File: config.mk
export PLATFORM = sky130hd
export DESIGN_NAME = grid_neighbor_expander
export DESIGN_NICKNAME = d
export VERILOG_FILES = /design/src/sv/gne_pkg.sv /design/src/sv/gne_ram.sv /design/src/sv/gne_ctrl.sv /design/src/sv/gne_eval.sv /design/src/sv/grid_neighbor_expander.sv
export SDC_FILE = /design/constraint.sdc
export NUM_CORES = 2
export LEC_CHECK = 0
export ABC_AREA = 1
export BUFFER_PORTS_ARGS = -buffer_cell sky130_fd_sc_hd__buf_2
export CORE_MARGIN = 2
export CORE_UTILIZATION = 35
export DETAILED_ROUTE_END_ITERATION = 8
export SYNTH_ARGS = -nofsm -noshare
export SYNTH_HDL_FRONTEND = slang
export SYNTH_SLANG_ARGS = --single-unit
File: constraint.sdc
create_clock -name clk -period 16.57 [get_ports clk]
set_input_delay 0 -clock clk [delete_from_list [all_inputs] [get_ports clk]]
set_output_delay 0 -clock clk [all_outputs]
set_load 0.01 [all_outputs]
File: src/sv/gne_pkg.sv
package gne_pkg;

	localparam int DEF_MAX_COLS = 64;
	localparam int DEF_MAX_ROWS = 64;
	localparam int CELL_LIMIT   = 64;

	localparam int COORD_W   = 6;   // cell coordinate
	localparam int EXT_W     = 7;   // grid extent register, also signed-wrap coordinate
	localparam int STEP_W    = 4;   // step 0 is the query cell, 1..8 the neighbors
	localparam int CFG_IDX_W = 1;

	localparam logic [STEP_W-1:0] FIRST_STEP = '0;
	localparam logic [STEP_W-1:0] LAST_STEP  = STEP_W'(8);

	localparam logic [EXT_W-1:0] OFS_NEG  = {EXT_W{1'b1}};
	localparam logic [EXT_W-1:0] OFS_ZERO = '0;
	localparam logic [EXT_W-1:0] OFS_POS  = EXT_W'(1);

	localparam logic [EXT_W-1:0] EXT_RESET = EXT_W'(64);

	localparam logic [CFG_IDX_W-1:0] CFG_GRID_WIDTH  = CFG_IDX_W'(0);
	localparam logic [CFG_IDX_W-1:0] CFG_GRID_HEIGHT = CFG_IDX_W'(1);

	typedef enum logic [0:0] {
		OP_WRITE = 1'b0,
		OP_QUERY = 1'b1
	} op_t;

	typedef enum logic [1:0] {
		STATUS_OK   = 2'd0,
		STATUS_NONE = 2'd1,
		STATUS_BAD  = 2'd2
	} status_t;

	typedef enum logic [2:0] {
		ST_CLEAR,
		ST_IDLE,
		ST_WR_RD,
		ST_WR_WB,
		ST_Q_RUN,
		ST_Q_EVAL,
		ST_Q_TAIL
	} state_t;

	// one in-flight occupancy lookup, lined up with the RAM read data
	typedef struct packed {
		logic               valid;
		logic               first;
		logic               last_step;
		logic               inb;
		logic               diag;
		logic [COORD_W-1:0] x;
		logic [COORD_W-1:0] y;
	} probe_t;

	// neighbor order: (-1,-1) (-1,0) (0,-1) (+1,+1) (+1,0) (0,+1) (+1,-1) (-1,+1)
	function automatic logic [EXT_W-1:0] step_dx(input logic [STEP_W-1:0] step);
		logic [EXT_W-1:0] d;
		unique case (step)
			4'd1, 4'd2, 4'd8: d = OFS_NEG;
			4'd4, 4'd5, 4'd7: d = OFS_POS;
			default:          d = OFS_ZERO;
		endcase
		return d;
	endfunction

	function automatic logic [EXT_W-1:0] step_dy(input logic [STEP_W-1:0] step);
		logic [EXT_W-1:0] d;
		unique case (step)
			4'd1, 4'd3, 4'd7: d = OFS_NEG;
			4'd4, 4'd6, 4'd8: d = OFS_POS;
			default:          d = OFS_ZERO;
		endcase
		return d;
	endfunction

	function automatic logic step_diag(input logic [STEP_W-1:0] step);
		logic d;
		unique case (step)
			4'd1, 4'd4, 4'd7, 4'd8: d = 1'b1;
			default:                d = 1'b0;
		endcase
		return d;
	endfunction

endpackage

File: src/sv/gne_ram.sv
module gne_ram #(
	parameter int WIDTH = 64,
	parameter int DEPTH = 64
) (
	input  logic                     clk,
	input  logic                     we,
	input  logic [$clog2(DEPTH)-1:0] waddr,
	input  logic [WIDTH-1:0]         wdata,
	input  logic                     re,
	input  logic [$clog2(DEPTH)-1:0] raddr,
	output logic [WIDTH-1:0]         rdata
);

	logic [WIDTH-1:0] mem [DEPTH];
	logic [WIDTH-1:0] rdata_q;

	always_ff @(posedge clk) begin
		if (we) begin
			mem[waddr] <= wdata;
		end
		if (re) begin
			rdata_q <= mem[raddr];
		end
	end

	assign rdata = rdata_q;

endmodule

File: src/sv/gne_ctrl.sv
module gne_ctrl #(
	parameter int MAX_COLS = gne_pkg::DEF_MAX_COLS,
	parameter int MAX_ROWS = gne_pkg::DEF_MAX_ROWS
) (
	input  logic                            clk,
	input  logic                            arst_n,
	input  logic                            start,
	input  logic                            opcode,
	input  logic [gne_pkg::COORD_W-1:0]     cell_x,
	input  logic [gne_pkg::COORD_W-1:0]     cell_y,
	input  logic                            occupied_in,
	input  logic                            cfg_valid,
	input  logic [gne_pkg::CFG_IDX_W-1:0]   cfg_index,
	input  logic [gne_pkg::EXT_W-1:0]       cfg_data,
	input  logic                            abort,
	output logic                            busy,
	output logic                            mem_we,
	output logic [$clog2(MAX_ROWS)-1:0]     mem_waddr,
	output logic [MAX_COLS-1:0]             mem_wdata,
	output logic                            mem_re,
	output logic [$clog2(MAX_ROWS)-1:0]     mem_raddr,
	input  logic [MAX_COLS-1:0]             mem_rdata,
	output gne_pkg::probe_t                 probe_s1
);

	localparam int RW = $clog2(MAX_ROWS);
	localparam int CW = $clog2(MAX_COLS);
	localparam int LIM_X = (MAX_COLS < gne_pkg::CELL_LIMIT) ? MAX_COLS : gne_pkg::CELL_LIMIT;
	localparam int LIM_Y = (MAX_ROWS < gne_pkg::CELL_LIMIT) ? MAX_ROWS : gne_pkg::CELL_LIMIT;
	localparam logic [gne_pkg::EXT_W-1:0] LIM_X_V = gne_pkg::EXT_W'(LIM_X);
	localparam logic [gne_pkg::EXT_W-1:0] LIM_Y_V = gne_pkg::EXT_W'(LIM_Y);
	localparam logic [RW-1:0] LAST_ROW = RW'(MAX_ROWS - 1);

	gne_pkg::state_t state_q, state_nx;

	logic [RW-1:0]                  clr_row_q;
	logic [gne_pkg::STEP_W-1:0]     step_q;
	logic [gne_pkg::COORD_W-1:0]    cx_q, cy_q;
	logic                           occ_q;
	logic [gne_pkg::EXT_W-1:0]      grid_width_q, grid_height_q;

	logic [gne_pkg::EXT_W-1:0]      ext_x, ext_y, cur_x, cur_y;
	logic                           cur_inb;
	logic                           accept;

	assign accept = start && (state_q == gne_pkg::ST_IDLE);

	// extent in use: register clipped to the supported grid
	assign ext_x = (grid_width_q  > LIM_X_V) ? LIM_X_V : grid_width_q;
	assign ext_y = (grid_height_q > LIM_Y_V) ? LIM_Y_V : grid_height_q;

	// -1 wraps to 127, +1 from 63 gives 64: both fail the bound check
	assign cur_x   = {1'b0, cx_q} + gne_pkg::step_dx(step_q);
	assign cur_y   = {1'b0, cy_q} + gne_pkg::step_dy(step_q);
	assign cur_inb = (cur_x < ext_x) && (cur_y < ext_y);

	always_comb begin
		state_nx = state_q;
		unique case (state_q)
			gne_pkg::ST_CLEAR: begin
				if (clr_row_q == LAST_ROW) state_nx = gne_pkg::ST_IDLE;
			end
			gne_pkg::ST_IDLE: begin
				if (start) begin
					state_nx = (opcode == gne_pkg::OP_WRITE) ? gne_pkg::ST_WR_RD
					                                         : gne_pkg::ST_Q_RUN;
				end
			end
			gne_pkg::ST_WR_RD:  state_nx = gne_pkg::ST_WR_WB;
			gne_pkg::ST_WR_WB:  state_nx = gne_pkg::ST_IDLE;
			gne_pkg::ST_Q_RUN: begin
				if (abort) state_nx = gne_pkg::ST_IDLE;
				else if (step_q == gne_pkg::LAST_STEP) state_nx = gne_pkg::ST_Q_EVAL;
			end
			gne_pkg::ST_Q_EVAL: state_nx = gne_pkg::ST_Q_TAIL;
			gne_pkg::ST_Q_TAIL: state_nx = gne_pkg::ST_IDLE;
			default:            state_nx = gne_pkg::ST_IDLE;
		endcase
	end

	always_comb begin
		busy      = (state_q != gne_pkg::ST_IDLE);
		mem_re    = (state_q == gne_pkg::ST_WR_RD) || (state_q == gne_pkg::ST_Q_RUN);
		mem_raddr = RW'(cur_y);
		mem_we    = 1'b0;
		mem_waddr = RW'(cur_y);
		mem_wdata = mem_rdata;
		mem_wdata[CW'(cx_q)] = occ_q;
		unique case (state_q)
			gne_pkg::ST_CLEAR: begin
				mem_we    = 1'b1;
				mem_waddr = clr_row_q;
				mem_wdata = '0;
			end
			gne_pkg::ST_WR_WB: mem_we = cur_inb;
			default: ;
		endcase
	end

	always_ff @(posedge clk or negedge arst_n) begin
		if (!arst_n) begin
			state_q        <= gne_pkg::ST_CLEAR;
			clr_row_q      <= '0;
			step_q         <= gne_pkg::FIRST_STEP;
			grid_width_q   <= gne_pkg::EXT_RESET;
			grid_height_q  <= gne_pkg::EXT_RESET;
			probe_s1       <= '0;
		end else begin
			state_q <= state_nx;
			if (state_q == gne_pkg::ST_CLEAR) clr_row_q <= clr_row_q + RW'(1);
			if (accept) begin
				step_q <= gne_pkg::FIRST_STEP;
			end else if (state_q == gne_pkg::ST_Q_RUN && step_q != gne_pkg::LAST_STEP) begin
				step_q <= step_q + gne_pkg::STEP_W'(1);
			end
			if (cfg_valid) begin
				unique case (cfg_index)
					gne_pkg::CFG_GRID_WIDTH:  grid_width_q  <= cfg_data;
					gne_pkg::CFG_GRID_HEIGHT: grid_height_q <= cfg_data;
				endcase
			end
			probe_s1.valid     <= (state_q == gne_pkg::ST_Q_RUN) && !abort;
			probe_s1.first     <= (step_q == gne_pkg::FIRST_STEP);
			probe_s1.last_step <= (step_q == gne_pkg::LAST_STEP);
			probe_s1.inb       <= cur_inb;
			probe_s1.diag      <= gne_pkg::step_diag(step_q);
			probe_s1.x         <= cur_x[gne_pkg::COORD_W-1:0];
			probe_s1.y         <= cur_y[gne_pkg::COORD_W-1:0];
		end
	end

	always_ff @(posedge clk) begin
		if (accept) begin
			cx_q  <= cell_x;
			cy_q  <= cell_y;
			occ_q <= occupied_in;
		end
	end

endmodule

File: src/sv/gne_eval.sv
module gne_eval #(
	parameter int MAX_COLS = gne_pkg::DEF_MAX_COLS
) (
	input  logic                         clk,
	input  logic                         arst_n,
	input  gne_pkg::probe_t              probe_s1,
	input  logic [MAX_COLS-1:0]          mem_rdata,
	output logic                         abort,
	output logic                         result_strobe,
	output logic [gne_pkg::COORD_W-1:0]  neighbor_x,
	output logic [gne_pkg::COORD_W-1:0]  neighbor_y,
	output logic                         is_diagonal,
	output logic [1:0]                   status,
	output logic                         last
);

	localparam int CW = $clog2(MAX_COLS);

	logic                        occ, free;
	logic                        hold_v_q, tail_q;
	logic [gne_pkg::COORD_W-1:0] hold_x_q, hold_y_q;
	logic                        hold_d_q;

	logic                        emit;
	logic [gne_pkg::COORD_W-1:0] e_x, e_y;
	logic                        e_d, e_last;
	gne_pkg::status_t            e_status;

	logic                        strobe_q;
	logic [gne_pkg::COORD_W-1:0] x_q, y_q;
	logic                        d_q, last_q;
	gne_pkg::status_t            status_q;

	assign occ  = mem_rdata[CW'(probe_s1.x)];
	assign free = probe_s1.inb && !occ;

	// a free neighbor waits in the hold register until the next one shows
	// up or the scan ends, so that last can be set on it
	always_comb begin
		emit     = 1'b0;
		abort    = 1'b0;
		e_x      = '0;
		e_y      = '0;
		e_d      = 1'b0;
		e_last   = 1'b0;
		e_status = gne_pkg::STATUS_OK;
		if (probe_s1.valid && probe_s1.first) begin
			if (!free) begin
				emit     = 1'b1;
				abort    = 1'b1;
				e_last   = 1'b1;
				e_status = gne_pkg::STATUS_BAD;
			end
		end else if (probe_s1.valid && free && hold_v_q) begin
			emit = 1'b1;
			e_x  = hold_x_q;
			e_y  = hold_y_q;
			e_d  = hold_d_q;
		end else if (tail_q) begin
			emit   = 1'b1;
			e_last = 1'b1;
			if (hold_v_q) begin
				e_x = hold_x_q;
				e_y = hold_y_q;
				e_d = hold_d_q;
			end else begin
				e_status = gne_pkg::STATUS_NONE;
			end
		end
	end

	always_ff @(posedge clk or negedge arst_n) begin
		if (!arst_n) begin
			hold_v_q <= 1'b0;
			tail_q   <= 1'b0;
			strobe_q <= 1'b0;
		end else begin
			tail_q   <= probe_s1.valid && probe_s1.last_step;
			strobe_q <= emit;
			if (probe_s1.valid && !probe_s1.first && free) hold_v_q <= 1'b1;
			else if (tail_q) hold_v_q <= 1'b0;
		end
	end

	always_ff @(posedge clk) begin
		if (probe_s1.valid && !probe_s1.first && free) begin
			hold_x_q <= probe_s1.x;
			hold_y_q <= probe_s1.y;
			hold_d_q <= probe_s1.diag;
		end
		x_q      <= e_x;
		y_q      <= e_y;
		d_q      <= e_d;
		last_q   <= e_last;
		status_q <= e_status;
	end

	assign result_strobe = strobe_q;
	assign neighbor_x    = x_q;
	assign neighbor_y    = y_q;
	assign is_diagonal   = d_q;
	assign status        = status_q;
	assign last          = last_q;

endmodule

File: src/sv/grid_neighbor_expander.sv
// Write item: busy through a row read and a row write-back after the accepting edge.
// Query item: the occupancy RAM port takes one read per cycle for the query cell and
// its 8 neighbors, then the sequencer passes an evaluate and a flush state. A bad cell
// ends the query early. Results cannot be stalled. Reset: grid extents return to 64x64,
// then a clearing pass over all MAX_ROWS rows zeroes the occupancy map, with busy high
// throughout.
module grid_neighbor_expander #(
	parameter int MAX_COLS = gne_pkg::DEF_MAX_COLS,
	parameter int MAX_ROWS = gne_pkg::DEF_MAX_ROWS
) (
	input  logic                          clk,
	input  logic                          arst_n,
	// command side
	input  logic                          start,
	output logic                          busy,
	input  logic                          opcode,
	input  logic [gne_pkg::COORD_W-1:0]   cell_x,
	input  logic [gne_pkg::COORD_W-1:0]   cell_y,
	input  logic                          occupied_in,
	// result side, one transfer per strobe cycle
	output logic                          result_strobe,
	output logic [gne_pkg::COORD_W-1:0]   neighbor_x,
	output logic [gne_pkg::COORD_W-1:0]   neighbor_y,
	output logic                          is_diagonal,
	output logic [1:0]                    status,
	output logic                          last,
	// configuration writes
	input  logic                          cfg_valid,
	output logic                          cfg_ready,
	input  logic [gne_pkg::CFG_IDX_W-1:0] cfg_index,
	input  logic [gne_pkg::EXT_W-1:0]     cfg_data
);

	localparam int RW = $clog2(MAX_ROWS);

	// Occupancy map is stored one grid row per RAM word, so a lookup is a row
	// read followed by a column select on the registered read data.
	logic                mem_we, mem_re;
	logic [RW-1:0]       mem_waddr, mem_raddr;
	logic [MAX_COLS-1:0] mem_wdata, mem_rdata;

	gne_pkg::probe_t     probe_s1;
	logic                abort;

	// registers are to be written only while idle; the block does not enforce this, and writes are always taken
	assign cfg_ready = 1'b1;

	gne_ram #(
		.WIDTH (MAX_COLS),
		.DEPTH (MAX_ROWS)
	) u_map (
		.clk   (clk),
		.we    (mem_we),
		.waddr (mem_waddr),
		.wdata (mem_wdata),
		.re    (mem_re),
		.raddr (mem_raddr),
		.rdata (mem_rdata)
	);

	// Sequencer: clearing pass, read-modify-write for writes, and the
	// nine-read scan for queries. A scan read is issued every cycle; the
	// matching probe descriptor travels alongside as probe_s1.
	gne_ctrl #(
		.MAX_COLS (MAX_COLS),
		.MAX_ROWS (MAX_ROWS)
	) u_ctrl (
		.clk         (clk),
		.arst_n      (arst_n),
		.start       (start),
		.opcode      (opcode),
		.cell_x      (cell_x),
		.cell_y      (cell_y),
		.occupied_in (occupied_in),
		.cfg_valid   (cfg_valid),
		.cfg_index   (cfg_index),
		.cfg_data    (cfg_data),
		.abort       (abort),
		.busy        (busy),
		.mem_we      (mem_we),
		.mem_waddr   (mem_waddr),
		.mem_wdata   (mem_wdata),
		.mem_re      (mem_re),
		.mem_raddr   (mem_raddr),
		.mem_rdata   (mem_rdata),
		.probe_s1    (probe_s1)
	);

	// Evaluation: checks each returned bit, holds one free neighbor back so
	// the final one can carry last, and registers the result ports. A blocked
	// or off-grid query cell raises abort, which stops the scan early.
	gne_eval #(
		.MAX_COLS (MAX_COLS)
	) u_eval (
		.clk           (clk),
		.arst_n        (arst_n),
		.probe_s1      (probe_s1),
		.mem_rdata     (mem_rdata),
		.abort         (abort),
		.result_strobe (result_strobe),
		.neighbor_x    (neighbor_x),
		.neighbor_y    (neighbor_y),
		.is_diagonal   (is_diagonal),
		.status        (status),
		.last          (last)
	);

endmodule

### After elaboration in Yosys (flattened, before gate mapping)

Memories as Yosys holds them, arrays and structs flattened. A register that Yosys moved wholly into a read port is not among the register bits.
Cells that the tools add are included.

* multiplexer cells: 46
* equal/unequal tests: 19
* bitwise operators: 1
* add/subtract/negate cells: 4
* $lt $le $gt $ge: 7
* reduce and logical (&&, ||, !) cells: 28

Operator list (number)
* bitwise mux 64 bit: 1
* 2-to-1 mux 64 bit: 1
* 2-to-1 mux 6 bit: 7
* one-hot mux 7 bit (2 select lines): 2
* 2-to-1 mux 1 bit: 18
* == test 4 x 3 -> 1 bit (second input constant): 4
* 2-to-1 mux 3 bit: 5
* one-hot mux 3 bit (5 select lines): 1
* adder 6 x 7 -> 7 bit: 2
* > comparator 7 bit (second input constant): 2
* < comparator 6 x 7 -> 1 bit (second input constant): 2
* < comparator 7 bit: 2
* 2-to-1 mux 7 bit: 2
* logical AND 1 bit: 12
* OR reduction 3 bit: 4
* == test 4 x 2 -> 1 bit (second input constant): 2
* 2-to-1 mux 2 bit: 4
* 2-to-1 mux 4 bit: 2
* adder 6 x 1 -> 6 bit (second input constant): 1
* binary-select mux 1 bit (select 6 bit): 1
* demux 1 bit (select 6 bit): 1
* == test 3 x 2 -> 1 bit (second input constant): 2
* == test 3 bit (second input constant): 2
* == test 6 bit (second input constant): 1
* other kinds (19): 24

* RAM bits: 4096
* bits of input ports: 26
* register bits: 89
* memories: 1

Memory list
* u_map.mem: depth 64, bits a word 64, read ports 1, clocked after memory_dff 1, wr ports 1, line gne_ram.sv:14 `logic [WIDTH-1:0] mem [DEPTH];`

### Logic depth before layout (Yosys ltp)

* depth after elaboration: 9
* depth in mapped cells: 25
* depth with buffers taken out: 25

### Hierarchy

Synthesis repeated with hierarchy kept, for this count alone.

* cell total of the unflattened synthesis: 14224
* area total of the unflattened synthesis: 172227.7 um2

Modules (own cells, without submodules)
* gne_ram: cells an instance 13405, instances 1, seq. area each 124919.8 um2, area an instance 165946.7 um2
* gne_ctrl: cells an instance 582, instances 1, seq. area each 1493.9 um2, area an instance 4466.8 um2
* gne_eval: cells an instance 235, instances 1, seq. area each 785.8 um2, area an instance 1803.0 um2
* grid_neighbor_expander: cells an instance 2, instances 1, seq. area each 0.0 um2, area an instance 11.3 um2

### Worst setup path before layout

No wires, ideal clock.

* path kind: register to register
* from: register u_ctrl.step_q[1] in the netlist's numbering
* to: memory u_map.mem[0][0] (enable)
* path slack: 9.599 ns
* stages on the path, launching flop included: 21
* clock period less this slack: 6.971 ns
* arrival time: 6.485 ns
* required time: 16.083 ns
* cells stage by stage: dfrtp_1 inv_1 ha_1 nand2_1 o21ai_0 nand3b_1 ha_1 fa_1 xor2_2 buf_2 buf_2 ha_1 a21oi_1 nand2_1 a21oi_1 o211ai_1 nand3_1 nand3_1 nand2_2 nand2_1 nor2_1

* cells in the longest elaborated chain, start to end: 9
* elaborated cells on any way between the ends: 23

RTL lines
* start, declared: line gne_ctrl.sv:37 `logic [gne_pkg::STEP_W-1:0] step_q;`
* start signal, assigned: line gne_ctrl.sv:104 `step_q <= gne_pkg::FIRST_STEP;`
* start signal, assigned: line gne_ctrl.sv:112 `step_q <= gne_pkg::FIRST_STEP;`
* start signal, assigned: line gne_ctrl.sv:114 `step_q <= step_q + gne_pkg::STEP_W'(1);`
* == test 4 x 3 -> 1 bit, or another cell as far along: line gne_pkg.sv:69 `unique case (step)`
* OR reduction 3 bit: line gne_pkg.sv:69
* one-hot mux 7 bit (2 select lines) *: line gne_pkg.sv:69
* adder 6 x 7 -> 7 bit *: line gne_ctrl.sv:54 `assign cur_y = {1'b0, cy_q} + gne_pkg::step_dy(step_q);`
* named net mem_raddr[2]: line grid_neighbor_expander.sv:39 `logic [RW-1:0] mem_waddr, mem_raddr;`
* < comparator 7 bit: line gne_ctrl.sv:55 `assign cur_inb = (cur_x < ext_x) && (cur_y < ext_y);`
* logical AND 1 bit: line gne_ctrl.sv:55
* one-hot mux 1 bit (2 select lines): line gne_ctrl.sv:89 `unique case (state_q)`
* 2-to-1 mux 1 bit: line gne_ram.sv:18 `if (we) begin`
* 2-to-1 mux 1 bit (implied by the code): line gne_ram.sv:19 `mem[waddr] <= wdata;`
* end, declared: line gne_ram.sv:14

Mark *: on every way through the listed nets, which the timed path passes. The rest lies on a longest branch.

### Final worst setup path

* from: register u_ctrl.step_q[1] in the netlist's numbering
* to: memory u_map.mem[13][41] (enable)

* cells in the longest elaborated chain, start to end: 9
* elaborated cells on any way between the ends: 23

RTL lines
* == test 4 x 3 -> 1 bit, or another cell as far along: line gne_pkg.sv:59 `unique case (step)`
* OR reduction 3 bit (on tied branches): line gne_pkg.sv:59, gne_pkg.sv:69
* one-hot mux 7 bit (2 select lines) (on tied branches): line gne_pkg.sv:59, gne_pkg.sv:69
* adder 6 x 7 -> 7 bit (on tied branches): line gne_ctrl.sv:53, gne_ctrl.sv:54
* < comparator 7 bit: line gne_ctrl.sv:55
* logical AND 1 bit: line gne_ctrl.sv:55
* one-hot mux 1 bit (2 select lines): line gne_ctrl.sv:89
* 2-to-1 mux 1 bit: line gne_ram.sv:18
* 2-to-1 mux 1 bit (implied by the code): line gne_ram.sv:19

Several ways; a longest one is shown, not always the timed one.

==> metrics.md <==
| Metric | Value |
|---|---|
| Post-route DRC violation count | 0 |
| TNS Setup | 0 ps |
| Post-CTS setup buffers | 0 |
| Area Growth Syn to Fin | 13.5% |
| Hold_buf cts | 52 |
| Yosys Warn Count | 0 |
| Slew Limit Headroom | 0.0970 |
| Placed Area | 177000 um^2 |
| Total Routed Length | 522000 um |
| Finished Cell Area | 192000 um^2 |
| WP data required | 17160 ps |
| CTS tree | built |
| Minimum hold slack | 123 ps |
| First-pass iteration count of the detailed router | 7 |
| Setup CP Type | register to register |
| Fmax | 121 MHz |
| Sequential cell area fraction in the yosys report | 0.753 |
| Prevailing post-synth register cell | edfxtp_1 |
| CP startpoint kind | register |
| All-Layer GR Usage | 0.205 |
| RSZ-0062 raised after global routing | no |
| DIE HEIGHT | 699 um |
| Vias in the first global route | 101000 |
| Initial DRC Count | 15000 |
| Die footprint | 488000 um^2 |
| Clock Skews | 105 ps |
| EDFF count, synth | 4186 |
| Core area | 481000 um^2 |
| Final core occ | 0.398 |
| DR vias/cell | 5.62 |
| Avg Cell Area, Syn | 13.5 um^2 |
| DR vias | 108000 |
| Ports | 45 |
| Crit-path max FO | 38 |
| Row count | 255 |
| Syn Nets | 12600 |
| Layout cell share with drive strength beyond 1 | 0.125 |
| Synth unique cells | 44 |
| Routed len/inst | 27.1 um |
| #FFs+latches synth | 4249 |
| Fraction of registers with async set/reset | 0.0111 |
| Worst hold path class | primary input to register |
| Root Buffer | clkbuf_16 |
| Worst-Margin Slew | 1340 ps |
| Placer Congestion | 0.882 |
| Crit path DAT | 8860 ps |
| Clock-pin slew on the worst setup and hold paths | 60 ps |
| First-pass GRT wire length | 741000 um |
| H-tree Lvls | 5 |
| PostCTS Resize Cnt | 0 |
| Final HPWL from detailed placement | 274000 um |
| R2R depth | 22 |
| Initial antenna violation count | 20 |
| CP Capture Type | register |
| Cell area after synthesis | 169000 um^2 |
| Clk buf depth | 4 |
| Status | finished, final reports clean |
| Final ANT Viol Nets | 0 |
| Cells after Synth | 12500 |
| Hold path depth | 5 |
| Period minus WS final | 8270 ps |
| Final Hold Vio Count | 0 |
| Final Setup Violations | 0 |
| Final net count | 12500 |
| Clock Latency Late Sink | 1010 ps |
| Initial Util | 0.351 |
| Fin crit share | 0.499 |
| Sink Count | 4249 |
| Final Max Tran Viols | 0 |
| Die W | 699 um |
| Cts bufs inserted | 424 |
| Maximum Capacitance Violations | 0 |
| Largest net degree at the start of global routing | 182 |
| Global route total overflow | 0 |
| Port bufs | 43 |
critical path: stages (launching register included):
cell,delay (ps)
dfrtp_1,380
inv_1,110
ha_1,210
nand2_1,80
o21ai_1,250
nand3b_1,320
ha_4,210
fa_4,510
nand3_1,110
nand2_1,150
xor2_4,190
buf_4,360
inv_8,390
buf_4,550
nand2_1,160
o21a_1,210
nand3_1,100
nand3_1,350
nand2_2,340
nand2_1,480
nor2_4,880
buf_4,600
buf_4,690
final cells by class:
class	instances	area, um^2
Clock inverter	266	2710
Clock buffer	523	11200
Multi-Input combinational cell	7285	39000
Tap cell	6425	8040
Inverter	99	418
Timing Repair Buffer	404	3180
Sequential cell	4249	127000
Antenna cell	3	7.51
Fill cell	44200	290000
metal layers:
layer  part of all wire  track usage  vias to the layer above
li1                   -            -                    46700
met1               0.41        0.288                    55000
met2               0.46        0.324                     5547
met3              0.099       0.0396                      832
met4              0.033       0.0616                       10
met5            0.00013            0                        -
cells in the final DEF, fill, tap and decap left out, drive strengths merged, types with 2 or more instances in the layout:
cell type    Yosys  layout
edfxtp        4186    4186
nor2          2163    2163
o21ai         2138    2138
o22ai         1025    1025
nand2          758     758
nand3          524     524
clkbuf         604     523
mux2           512     512
buf            270     352
clkinv           2     193
inv             97     113
a21oi           76      76
dlygate4sd3      0      52
dfrtp           45      45
bufinv           0      43
ha              27      27
nor3            25      25
clkinvlp         0      16
dfxtp           16      16
xor2             9       9
xnor2            4       4
diode            0       3
nand4            3       3
a211oi           3       3
nand3b           2       2
o31ai            2       2
a31oi            2       2
dfstp            2       2
or2              2       2
fa               2       2
worst paths after layout:
| kind | start | to | slack, ps |
|---|---|---|---|
| setup / recovery | u_ctrl.step_q[1]$_DFFE_PN0P_ | u_map.mem[13][41]$_DFFE_PP_ | 8300 |
| hold / removal | cfg_valid | u_ctrl.grid_width_q[4]$_DFFE_PN0P_ | 120 |
| setup reg to reg | u_ctrl.step_q[1]$_DFFE_PN0P_ | u_map.mem[13][41]$_DFFE_PP_ | 8300 |
| hold reg to reg | u_ctrl.probe_s1[4]$_DFF_PN0_ | u_eval.hold_y_q[4]$_DFFE_PP_ | 380 |
| max in group asynchronous | arst_n | u_ctrl.probe_s1[6]$_DFF_PN0_ | 15880 |
| min in group asynchronous | arst_n | u_ctrl.grid_width_q[4]$_DFFE_PN0P_ | 190 |
registers in the layout, summed over array words and instances, names as in the netlist, 7 cells and up:
signal,flops
u_ctrl.grid_width_q,7
u_ctrl.grid_height_q,7
u_map.mem,4096
u_ctrl.probe_s1,17
u_map.rdata,64
cell families after synthesis:
kind of cell    Yosys count  share of synthesized area
xor+xnor                 13                   0.000719
other cells               1                  0.0000222
fa+ha+maj                29                    0.00224
compound gates         3250                      0.104
simple gates           3480                     0.0817
flops                  4249                      0.753
buf+inv                 973                     0.0240
mux                     512                     0.0341
cell usage after synthesis, types with 4 or more instances:
master       n  area [um^2]
nand2_1    754         2830
inv_1       94          353
a21oi_1     76          380
buf_6       12          135
xor2_1       8         70.1
nor2_1    2163         8120
mux2_1      34          383
buf_1       30          113
mux2_2     478         5380
nand2_2      4         25.0
o22ai_1   1025         6410
ha_1        27          338
clkbuf_1   602         2260
dfxtp_1     16          320
nand3_1    524         2620
dfrtp_1     45         1130
xnor2_1      4         35.0
o21ai_0   1958         9800
buf_4        5         37.5
buf_2      223         1120
edfxtp_1  4186       126000
o21ai_1    180          901
nor3_1      25          125
per-stage QoR:
step           cells  worst slack, ps
2_1_floorplan  12500             9600
3_3_place_gp   18400             8430
3_5_place_dp   18400             8480
4_1_cts        19300             8410
5_1_grt        19300             8060
6_report       19300             8300
Power is left out: the tool's default activity adds up to more than one toggle a clock period on the data nets, which glitch-free logic cannot reach.
